File: src/hw/rtl/msc_pkg.sv
// Shared types and constants for the MSI snooping coherence block.
// No dependencies; imported by msi_snoop_coherence_top.
package msc_pkg;

  typedef enum logic [1:0] {
    ST_INV = 2'd0,
    ST_SHR = 2'd1,
    ST_MOD = 2'd2
  } msi_state_t;

  typedef enum logic {
    FUNC_RD = 1'b0,
    FUNC_WR = 1'b1
  } func_t;

  // field widths on the streaming ports
  localparam int CPU_W       = 2;
  localparam int BLK_W       = 8;
  localparam int MASK_W      = 4;
  localparam int IN_TDATA_W  = 16;
  localparam int OUT_TDATA_W = 24;

  // parameter defaults
  localparam int DEF_NUM_CPUS        = 4;
  localparam int DEF_LINES_PER_CACHE = 4;
  localparam int DEF_NUM_BLOCKS      = 256;

endpackage

File: src/hw/rtl/msi_snoop_coherence_top.sv
// MSI snooping coherence over NUM_CPUS direct-mapped private caches.
// Depends on msc_pkg (state encoding, field widths, parameter defaults).

// One access transaction is taken every cycle while the input is not stalled:
// the access lands in an input register, then all CPUs' lines at the
// indexed set are snooped in parallel and the line states are updated in the
// same cycle the result register loads. The next access therefore always sees
// the state left by the previous one. Back-pressure on the result side stalls
// the input only once both registers hold a transaction. Line states reset to
// invalid under synchronous reset; no clearing pass is needed.
module msi_snoop_coherence_top #(
  parameter int NUM_CPUS        = msc_pkg::DEF_NUM_CPUS,
  parameter int LINES_PER_CACHE = msc_pkg::DEF_LINES_PER_CACHE,
  parameter int NUM_BLOCKS      = msc_pkg::DEF_NUM_BLOCKS
) (
  input  logic                            clk,
  input  logic                            rst_n,
  input  logic                            in_tvalid,
  output logic                            in_tready,
  input  logic [msc_pkg::IN_TDATA_W-1:0]  in_tdata,   // cpu[1:0], block[9:2], zero
  input  logic                            in_tuser,   // func
  output logic                            out_tvalid,
  input  logic                            out_tready,
  // hit[0], new_state[2:1], evicted_valid[3], evicted_block[11:4],
  // shared_mask[15:12], invalidated_mask[19:16], zero
  output logic [msc_pkg::OUT_TDATA_W-1:0] out_tdata
);
  import msc_pkg::*;

  localparam int IDX_W  = (LINES_PER_CACHE > 1) ? $clog2(LINES_PER_CACHE) : 1;
  localparam int VEC_W  = (NUM_CPUS > MASK_W) ? NUM_CPUS : MASK_W;
  localparam int NTAB   = 1 << BLK_W;

  typedef logic [NTAB-1:0][BLK_W-1:0] blk_tab_t;
  typedef logic [NTAB-1:0][IDX_W-1:0] idx_tab_t;

  // block wrap and set index, resolved at elaboration
  function automatic blk_tab_t build_blk_tab();
    blk_tab_t t;
    for (int i = 0; i < NTAB; i++) t[i] = BLK_W'(i % NUM_BLOCKS);
    return t;
  endfunction

  function automatic idx_tab_t build_idx_tab();
    idx_tab_t t;
    for (int i = 0; i < NTAB; i++) t[i] = IDX_W'((i % NUM_BLOCKS) % LINES_PER_CACHE);
    return t;
  endfunction

  localparam blk_tab_t BLK_TAB = build_blk_tab();
  localparam idx_tab_t IDX_TAB = build_idx_tab();

  // ---------------- input register ----------------
  logic             in_v_r;
  logic [CPU_W-1:0] cpu_r;
  func_t            func_r;
  logic [BLK_W-1:0] blk_r;
  logic [IDX_W-1:0] idx_r;
  logic             adv;
  logic             proc;

  logic [BLK_W-1:0] in_block;
  assign in_block = in_tdata[CPU_W +: BLK_W];

  assign adv       = !out_tvalid || out_tready;
  assign in_tready = !in_v_r || adv;
  assign proc      = in_v_r && adv;

  always_ff @(posedge clk) begin
    if (!rst_n) begin
      in_v_r <= 1'b0;
    end else if (in_tready) begin
      in_v_r <= in_tvalid;
    end
  end

  always_ff @(posedge clk) begin
    if (in_tvalid && in_tready) begin
      cpu_r  <= in_tdata[CPU_W-1:0];
      func_r <= func_t'(in_tuser);
      blk_r  <= BLK_TAB[in_block];
      idx_r  <= IDX_TAB[in_block];
    end
  end

  // ---------------- line storage ----------------
  msi_state_t       line_state_r [NUM_CPUS][LINES_PER_CACHE];
  logic [BLK_W-1:0] line_tag_r   [NUM_CPUS][LINES_PER_CACHE];

  // ---------------- snoop logic ----------------
  msi_state_t       st_c   [NUM_CPUS];
  logic [BLK_W-1:0] tag_c  [NUM_CPUS];
  logic [VEC_W-1:0] sel_vec;
  logic [VEC_W-1:0] hold_vec;
  logic [VEC_W-1:0] other_vec;   // other CPUs holding the block
  logic [VEC_W-1:0] mod_vec;
  logic             cpu_ok;
  msi_state_t       me_state;
  logic [BLK_W-1:0] me_tag;
  logic             hit;
  logic             ev_valid;
  logic [BLK_W-1:0] ev_block;
  msi_state_t       new_state;
  logic [MASK_W-1:0] sh_mask;
  logic [MASK_W-1:0] inv_mask;
  logic             upd;

  always_comb begin
    sel_vec   = '0;
    hold_vec  = '0;
    mod_vec   = '0;
    me_state  = ST_INV;
    me_tag    = '0;
    for (int c = 0; c < NUM_CPUS; c++) begin
      st_c[c]     = line_state_r[c][idx_r];
      tag_c[c]    = line_tag_r[c][idx_r];
      sel_vec[c]  = (int'(cpu_r) == c);
      hold_vec[c] = (st_c[c] != ST_INV) && (tag_c[c] == blk_r);
      mod_vec[c]  = hold_vec[c] && (st_c[c] == ST_MOD);
      if (sel_vec[c]) begin
        me_state = st_c[c];
        me_tag   = tag_c[c];
      end
    end
    cpu_ok    = (int'(cpu_r) < NUM_CPUS);
    other_vec = hold_vec & ~sel_vec;
    hit       = cpu_ok && (me_state != ST_INV) && (me_tag == blk_r);
    ev_valid  = cpu_ok && !hit && (me_state != ST_INV);
    ev_block  = ev_valid ? me_tag : '0;
    sh_mask   = '0;
    inv_mask  = '0;
    new_state = ST_INV;
    upd       = 1'b0;
    if (cpu_ok) begin
      if (func_r == FUNC_WR) begin
        inv_mask  = other_vec[MASK_W-1:0];
        new_state = ST_MOD;
        upd       = 1'b1;
      end else if (hit) begin
        new_state = me_state;
      end else begin
        sh_mask   = other_vec[MASK_W-1:0];
        new_state = ST_SHR;
        upd       = 1'b1;
      end
    end
  end

  always_ff @(posedge clk) begin
    if (!rst_n) begin
      for (int c = 0; c < NUM_CPUS; c++) begin
        for (int l = 0; l < LINES_PER_CACHE; l++) line_state_r[c][l] <= ST_INV;
      end
    end else if (proc && upd) begin
      for (int c = 0; c < NUM_CPUS; c++) begin
        if (sel_vec[c]) begin
          line_state_r[c][idx_r] <= new_state;
        end else if (other_vec[c]) begin
          line_state_r[c][idx_r] <= (func_r == FUNC_WR) ? ST_INV : ST_SHR;
        end
      end
    end
  end

  // tags matter only while a line is valid
  always_ff @(posedge clk) begin
    if (proc && upd) begin
      for (int c = 0; c < NUM_CPUS; c++) begin
        if (sel_vec[c]) line_tag_r[c][idx_r] <= blk_r;
      end
    end
  end

  // ---------------- result register ----------------
  logic                   out_v_r;
  logic [OUT_TDATA_W-1:0] out_data_r;
  logic [OUT_TDATA_W-1:0] out_data_nxt;

  assign out_data_nxt = {4'b0, inv_mask, sh_mask, ev_block, ev_valid, new_state, hit};

  always_ff @(posedge clk) begin
    if (!rst_n) begin
      out_v_r <= 1'b0;
    end else if (adv) begin
      out_v_r <= in_v_r;
    end
  end

  always_ff @(posedge clk) begin
    if (proc) out_data_r <= out_data_nxt;
  end

  assign out_tvalid = out_v_r;
  assign out_tdata  = out_data_r;

  // ---------------- assertions ----------------
  // single writer: at most one modified copy of the accessed block
  a_single_mod: assert property (@(posedge clk) disable iff (!rst_n)
    in_v_r |-> $countones(mod_vec) <= 1)
    else $error("more than one modified copy of a block");

  a_masks_excl: assert property (@(posedge clk) disable iff (!rst_n)
    out_tvalid |-> (out_tdata[15:12] == '0) || (out_tdata[19:16] == '0))
    else $error("shared and invalidated masks both set");

  a_evict_miss: assert property (@(posedge clk) disable iff (!rst_n)
    out_tvalid && out_tdata[3] |-> !out_tdata[0])
    else $error("eviction reported on a hit");

  a_inv_zero: assert property (@(posedge clk) disable iff (!rst_n)
    out_tvalid && (out_tdata[2:1] == ST_INV) |-> out_tdata == '0)
    else $error("invalid result state with nonzero fields");

  a_stall_src: assert property (@(posedge clk) disable iff (!rst_n)
    !in_tready |-> out_tvalid && !out_tready)
    else $error("input stalled without output back-pressure");

  a_write_mod: assert property (@(posedge clk) disable iff (!rst_n)
    proc && cpu_ok && (func_r == FUNC_WR) |=> out_tvalid && (out_tdata[2:1] == ST_MOD))
    else $error("write did not leave requester modified");

endmodule
File: config.mk
export PLATFORM = sky130hd
export DESIGN_NAME = msi_snoop_coherence_top
export DESIGN_NICKNAME = d
export VERILOG_FILES = /design/src/hw/rtl/msc_pkg.sv /design/src/hw/rtl/msi_snoop_coherence_top.sv
export SDC_FILE = /design/constraint.sdc
export NUM_CORES = 1
export LEC_CHECK = 0
export BUFFER_PORTS_ARGS = -buffer_cell sky130_fd_sc_hd__buf_4
export CAP_MARGIN = 30
export CORE_UTILIZATION = 30
export CTS_BUF_LIST = sky130_fd_sc_hd__clkbuf_4 sky130_fd_sc_hd__clkbuf_8
export CTS_CLUSTER_DIAMETER = 80
export DETAILED_ROUTE_END_ITERATION = 12
export HOLD_SLACK_MARGIN = 0.08
export SETUP_SLACK_MARGIN = 0.3
export SKIP_CTS_REPAIR_TIMING = 1
export SLEW_MARGIN = 10
export SYNTH_ARGS = -nofsm -noshare
export SYNTH_HDL_FRONTEND = slang
export SYNTH_SLANG_ARGS = --single-unit
File: constraint.sdc
create_clock -name clk -period 3.48 [get_ports clk]
set_input_delay 0.696 -clock clk [delete_from_list [all_inputs] [get_ports clk]]
set_output_delay 0.696 -clock clk [all_outputs]
set_load 0.05 [all_outputs]
==> results.json <==
{
  "crit-reg2reg-launch": "blk_r[0]$_DFFE_PP_",
  "core_sq_um": 30600,
  "syn2layout_area_growth_pct": 24.2,
  "power.share.switching_pct": 26.3,
  "final.fill_count": 2901,
  "multi_input_comb_area_sq_um": 3690,
  "worst_setup_path_startpoint": "blk_r[0]$_DFFE_PP_",
  "critPathSlowestCell": "sky130_fd_sc_hd__mux4_2",
  "synth_top_cell_area_share_pct": 60.1,
  "diodes": 0,
  "global_route.usage.met1_pct": 22.1,
  "clock_tree_from_tritoncts": "yes",
  "final_design_instance_area_without_fill_sq_um": 11600,
  "synth.distinct_cells": 61,
  "endpoint_kind_of_the_worst_setup_timing_path": "register",
  "synth.ff_latch_count": 193,
  "run_status": "finished, final reports clean",
  "timing.slew.headroom_pct": 53.6,
  "drt.antenna.violating_nets": 0,
  "mostFrequentLayoutCells": "sky130_fd_sc_hd__edfxtp_1, sky130_fd_sc_hd__buf_4, sky130_fd_sc_hd__mux4_2",
  "drt_iter0_markers": 432,
  "postSynthCellCount": 618,
  "setup.reg_to_reg.worst_slack_ns": 0.07,
  "fin_cells": 1125,
  "r2r.worst_path.cells": 11,
  "hold_fails_final_rpt": 0,
  "netSwitchingPower_mw": 1.29,
  "nets": 737,
  "fp.dieH_um": 179,
  "ys_dominant_reg_cell": "sky130_fd_sc_hd__edfxtp_1",
  "synthArstFlopShare_pct": 0,
  "placed_area_sq_um": 10900,
  "synth.top_cells.by_area": "sky130_fd_sc_hd__edfxtp_1, sky130_fd_sc_hd__mux4_2, sky130_fd_sc_hd__mux2i_1",
  "power.density_nw_per_um2": 421,
  "fin_crit_sh_pct": 97.9,
  "grt_pass1_vias": 5711,
  "clock_sink_total": 193,
  "synth.cell_area_sq_um": 9350,
  "max_cap_viol_count": 0,
  "drv_slew": 0,
  "initial_utilization_pct": 30.6,
  "fin_total_pwr_mw": 4.89,
  "die_width_um": 179,
  "yosys_warn_count": 0,
  "p_leak_nw": 3.84,
  "global_route.peak_usage_layer": "met2",
  "grt_antenna_before_repair": 0,
  "critical-path-max-stage-delay_ns": 0.54,
  "critPathKind": "register to register",
  "crit_path_cell_trace": "buf_12 -> buf_6 -> mux2_2 -> mux4_2 -> mux2_4 -> nor3b_4 -> and4_4 -> and3_1 -> buf_6 -> nor3_2 -> mux2_4",
  "cts_made_buffers": 17,
  "clock.fmax_mhz": 294,
  "io-pin-count": 47,
  "grt_max_degree": 34,
  "clk_pin_slew_worst_paths_ns": 0.11,
  "detailed_place_hpwl_um": 16700,
  "worstSetupStartpointType": "register",
  "firstDrtPassIters": 5,
  "grt_pass1_wl_um": 35500,
  "htreeDepth": 4,
  "grt.overflow.total": 0,
  "min-delay-path-class": "input port to register",
  "dieArea_sq_um": 31900,
  "critical_path.max_fanout": 11,
  "gr-usage-met3_pct": 2.98,
  "setup_viol_count_final": 0,
  "power.sequential.fraction_pct": 53.9,
  "syn-mean-instance-area_sq_um": 15.1,
  "final-seq-area_sq_um": 5740,
  "worstPathBufferInverterCount": 3,
  "vdd_drop_max_mv": 0.196,
  "max_slew.worst_pin.slew_ns": 0.696,
  "cp_data_required_time_ns": 3.71,
  "drive_above_1_share_pct": 38.4,
  "finish.utilization_pct": 38.0,
  "timing.clock.skew_ns": 0.0146,
  "detail_route.vias_per_cell": 5.05,
  "worst_setup_path_endpoint": "line_state_r[0][2]$_DFFE_PP_",
  "cts-root-to-sink-buffers": 2,
  "post-synth-top-area-cell": "sky130_fd_sc_hd__edfxtp_1",
  "comb_power_share_pct": 13.2,
  "track_usage_pct": 15.5,
  "gpl.final_weighted_congestion": 0.816,
  "dpl_worst_slack_ns": -0.00339,
  "total_number_of_vias": 5684,
  "grtUsageMet2_pct": 24.3,
  "buffer_ports.inserted": 36,
  "clock_insertion_delay_worst_skew_ns": 0.48,
  "ys_seq_area_share_pct": 61.3,
  "rr_endpoint": "line_state_r[0][2]$_DFFE_PP_",
  "crit_family": "multiplexers",
  "number_of_enable_type_register_cells_in_the_synthesized_netlist": 187,
  "dpl.cell_count": 1088,
  "wire_per_inst_um": 21.0,
  "timing.final.ws_setup_ns": 0.0729,
  "critPathArrivalTime_ns": 3.64,
  "core.rowCount": 64,
  "p_clk_share_pct": 32.9,
  "final_period_demand_of_the_worst_path_ns": 3.41,
  "mostFrequentLayoutCell": "sky130_fd_sc_hd__edfxtp_1",
  "intPower_mw": 3.60,
  "rsz_0062_raised_after_global_routing": "true",
  "drc": 0,
  "crit_cells": 11,
  "route.final.wire_length_um": 23600,
  "clock-root-buffer": "sky130_fd_sc_hd__clkbuf_8"
}
[cell families after synthesis]
kind of cell,after synthesis,share of synthesized area [%]
flip-flops,193,61.3
AND/OR/NAND/NOR,169,9.65
multiplexers,95,16.5
AO/OA/AOI/OAI,81,6.42
buffers and inverters,49,3.23
XOR/XNOR,30,2.81
other,1,0.0401
[synth_stat cells, drive strengths merged (2+ instances only)]
cell type  count
o21ai         22
a21oi          5
and3           3
nor2b         18
xor2           8
nand2b        10
a221oi         2
clkbuf        14
a32o           2
mux2i         33
or2            3
o221ai         3
a31o           7
nand4          5
nor4           9
mux4          45
inv            5
dfxtp          6
a31oi          7
a22o           3
nand3          6
o21bai         4
a32oi          4
o32ai          3
nand4b         2
and2          13
xnor2         22
nor3          16
mux2          17
edfxtp       187
a211oi         6
nand2         26
a22oi          5
nor2          53
o22ai          2
buf           30
[power by group through the flow]
| stage | clock (mW) | sequential (mW) | combinational [mW] |
|---|---|---|---|
| 2_1_floorplan | 0 | 2.73 | 0.369 |
| 3_3_place_gp | 0 | 2.69 | 0.607 |
| 3_5_place_dp | 0 | 2.69 | 0.610 |
| 4_1_cts | 1.64 | 2.64 | 0.612 |
| 5_1_grt | 1.71 | 2.64 | 0.688 |
| 6_report | 1.61 | 2.64 | 0.646 |
[state kept, by name (all words and copies together), names as in the netlist]
register,flops
blk_r,8
cpu_r,2
func_r,1
in_v_r,1
line_state_r,32
line_tag_r,128
out_tdata,20
out_tvalid,1
[routing by layer]
metal | part of all wire, % | vias up
met2 | 47 | 155
met5 | 0 | -
li1 | - | 2623
met3 | 5.9 | 15
met1 | 46 | 2891
met4 | 1.0 | 0
[through the flow]
stage	hold slack [ns]	TNS, ns
floorplan	0.466	0
detailed placement	0.486	-0.0224
global placement	0.478	0
finish	0.381	0
CTS	0.361	-0.743
global route	0.351	-0.396
[how the worst min path moves through the flow]
stage,from,to,slack (ns),depth (start not counted)
2_1_floorplan,line_state_r[2][1]$_SDFFE_PP0P_,line_state_r[2][1]$_SDFFE_PP0P_,0.47,1
3_3_place_gp,line_state_r[2][1]$_SDFFE_PP0P_,line_state_r[2][1]$_SDFFE_PP0P_,0.48,1
3_5_place_dp,line_state_r[2][5]$_SDFFE_PP0P_,line_state_r[2][5]$_SDFFE_PP0P_,0.49,1
4_1_cts,in_tdata[4],blk_r[2]$_DFFE_PP_,0.36,1
5_1_grt,in_tdata[5],blk_r[3]$_DFFE_PP_,0.35,1
6_report,in_tdata[4],blk_r[2]$_DFFE_PP_,0.38,1
[worst register-to-register path: stages (launching register included)]
cell	delay [ns]
sky130_fd_sc_hd__edfxtp_1	0.39
sky130_fd_sc_hd__buf_12	0.17
sky130_fd_sc_hd__buf_6	0.16
sky130_fd_sc_hd__mux2_2	0.36
sky130_fd_sc_hd__mux4_2	0.54
sky130_fd_sc_hd__mux2_4	0.34
sky130_fd_sc_hd__nor3b_4	0.20
sky130_fd_sc_hd__and4_4	0.29
sky130_fd_sc_hd__and3_1	0.20
sky130_fd_sc_hd__buf_6	0.16
sky130_fd_sc_hd__nor3_2	0.06
sky130_fd_sc_hd__mux2_4	0.30
[final cells by class]
class | count | area share [%]
clock buffers | 17 | 2.01
clock inverters | 15 | 1.68
inverters | 5 | 0.162
multi-input cells | 379 | 31.8
flip-flops and latches | 193 | 49.4
well taps | 396 | 4.27
repair buffers | 120 | 10.7
(Power assumes the default switching activity.)
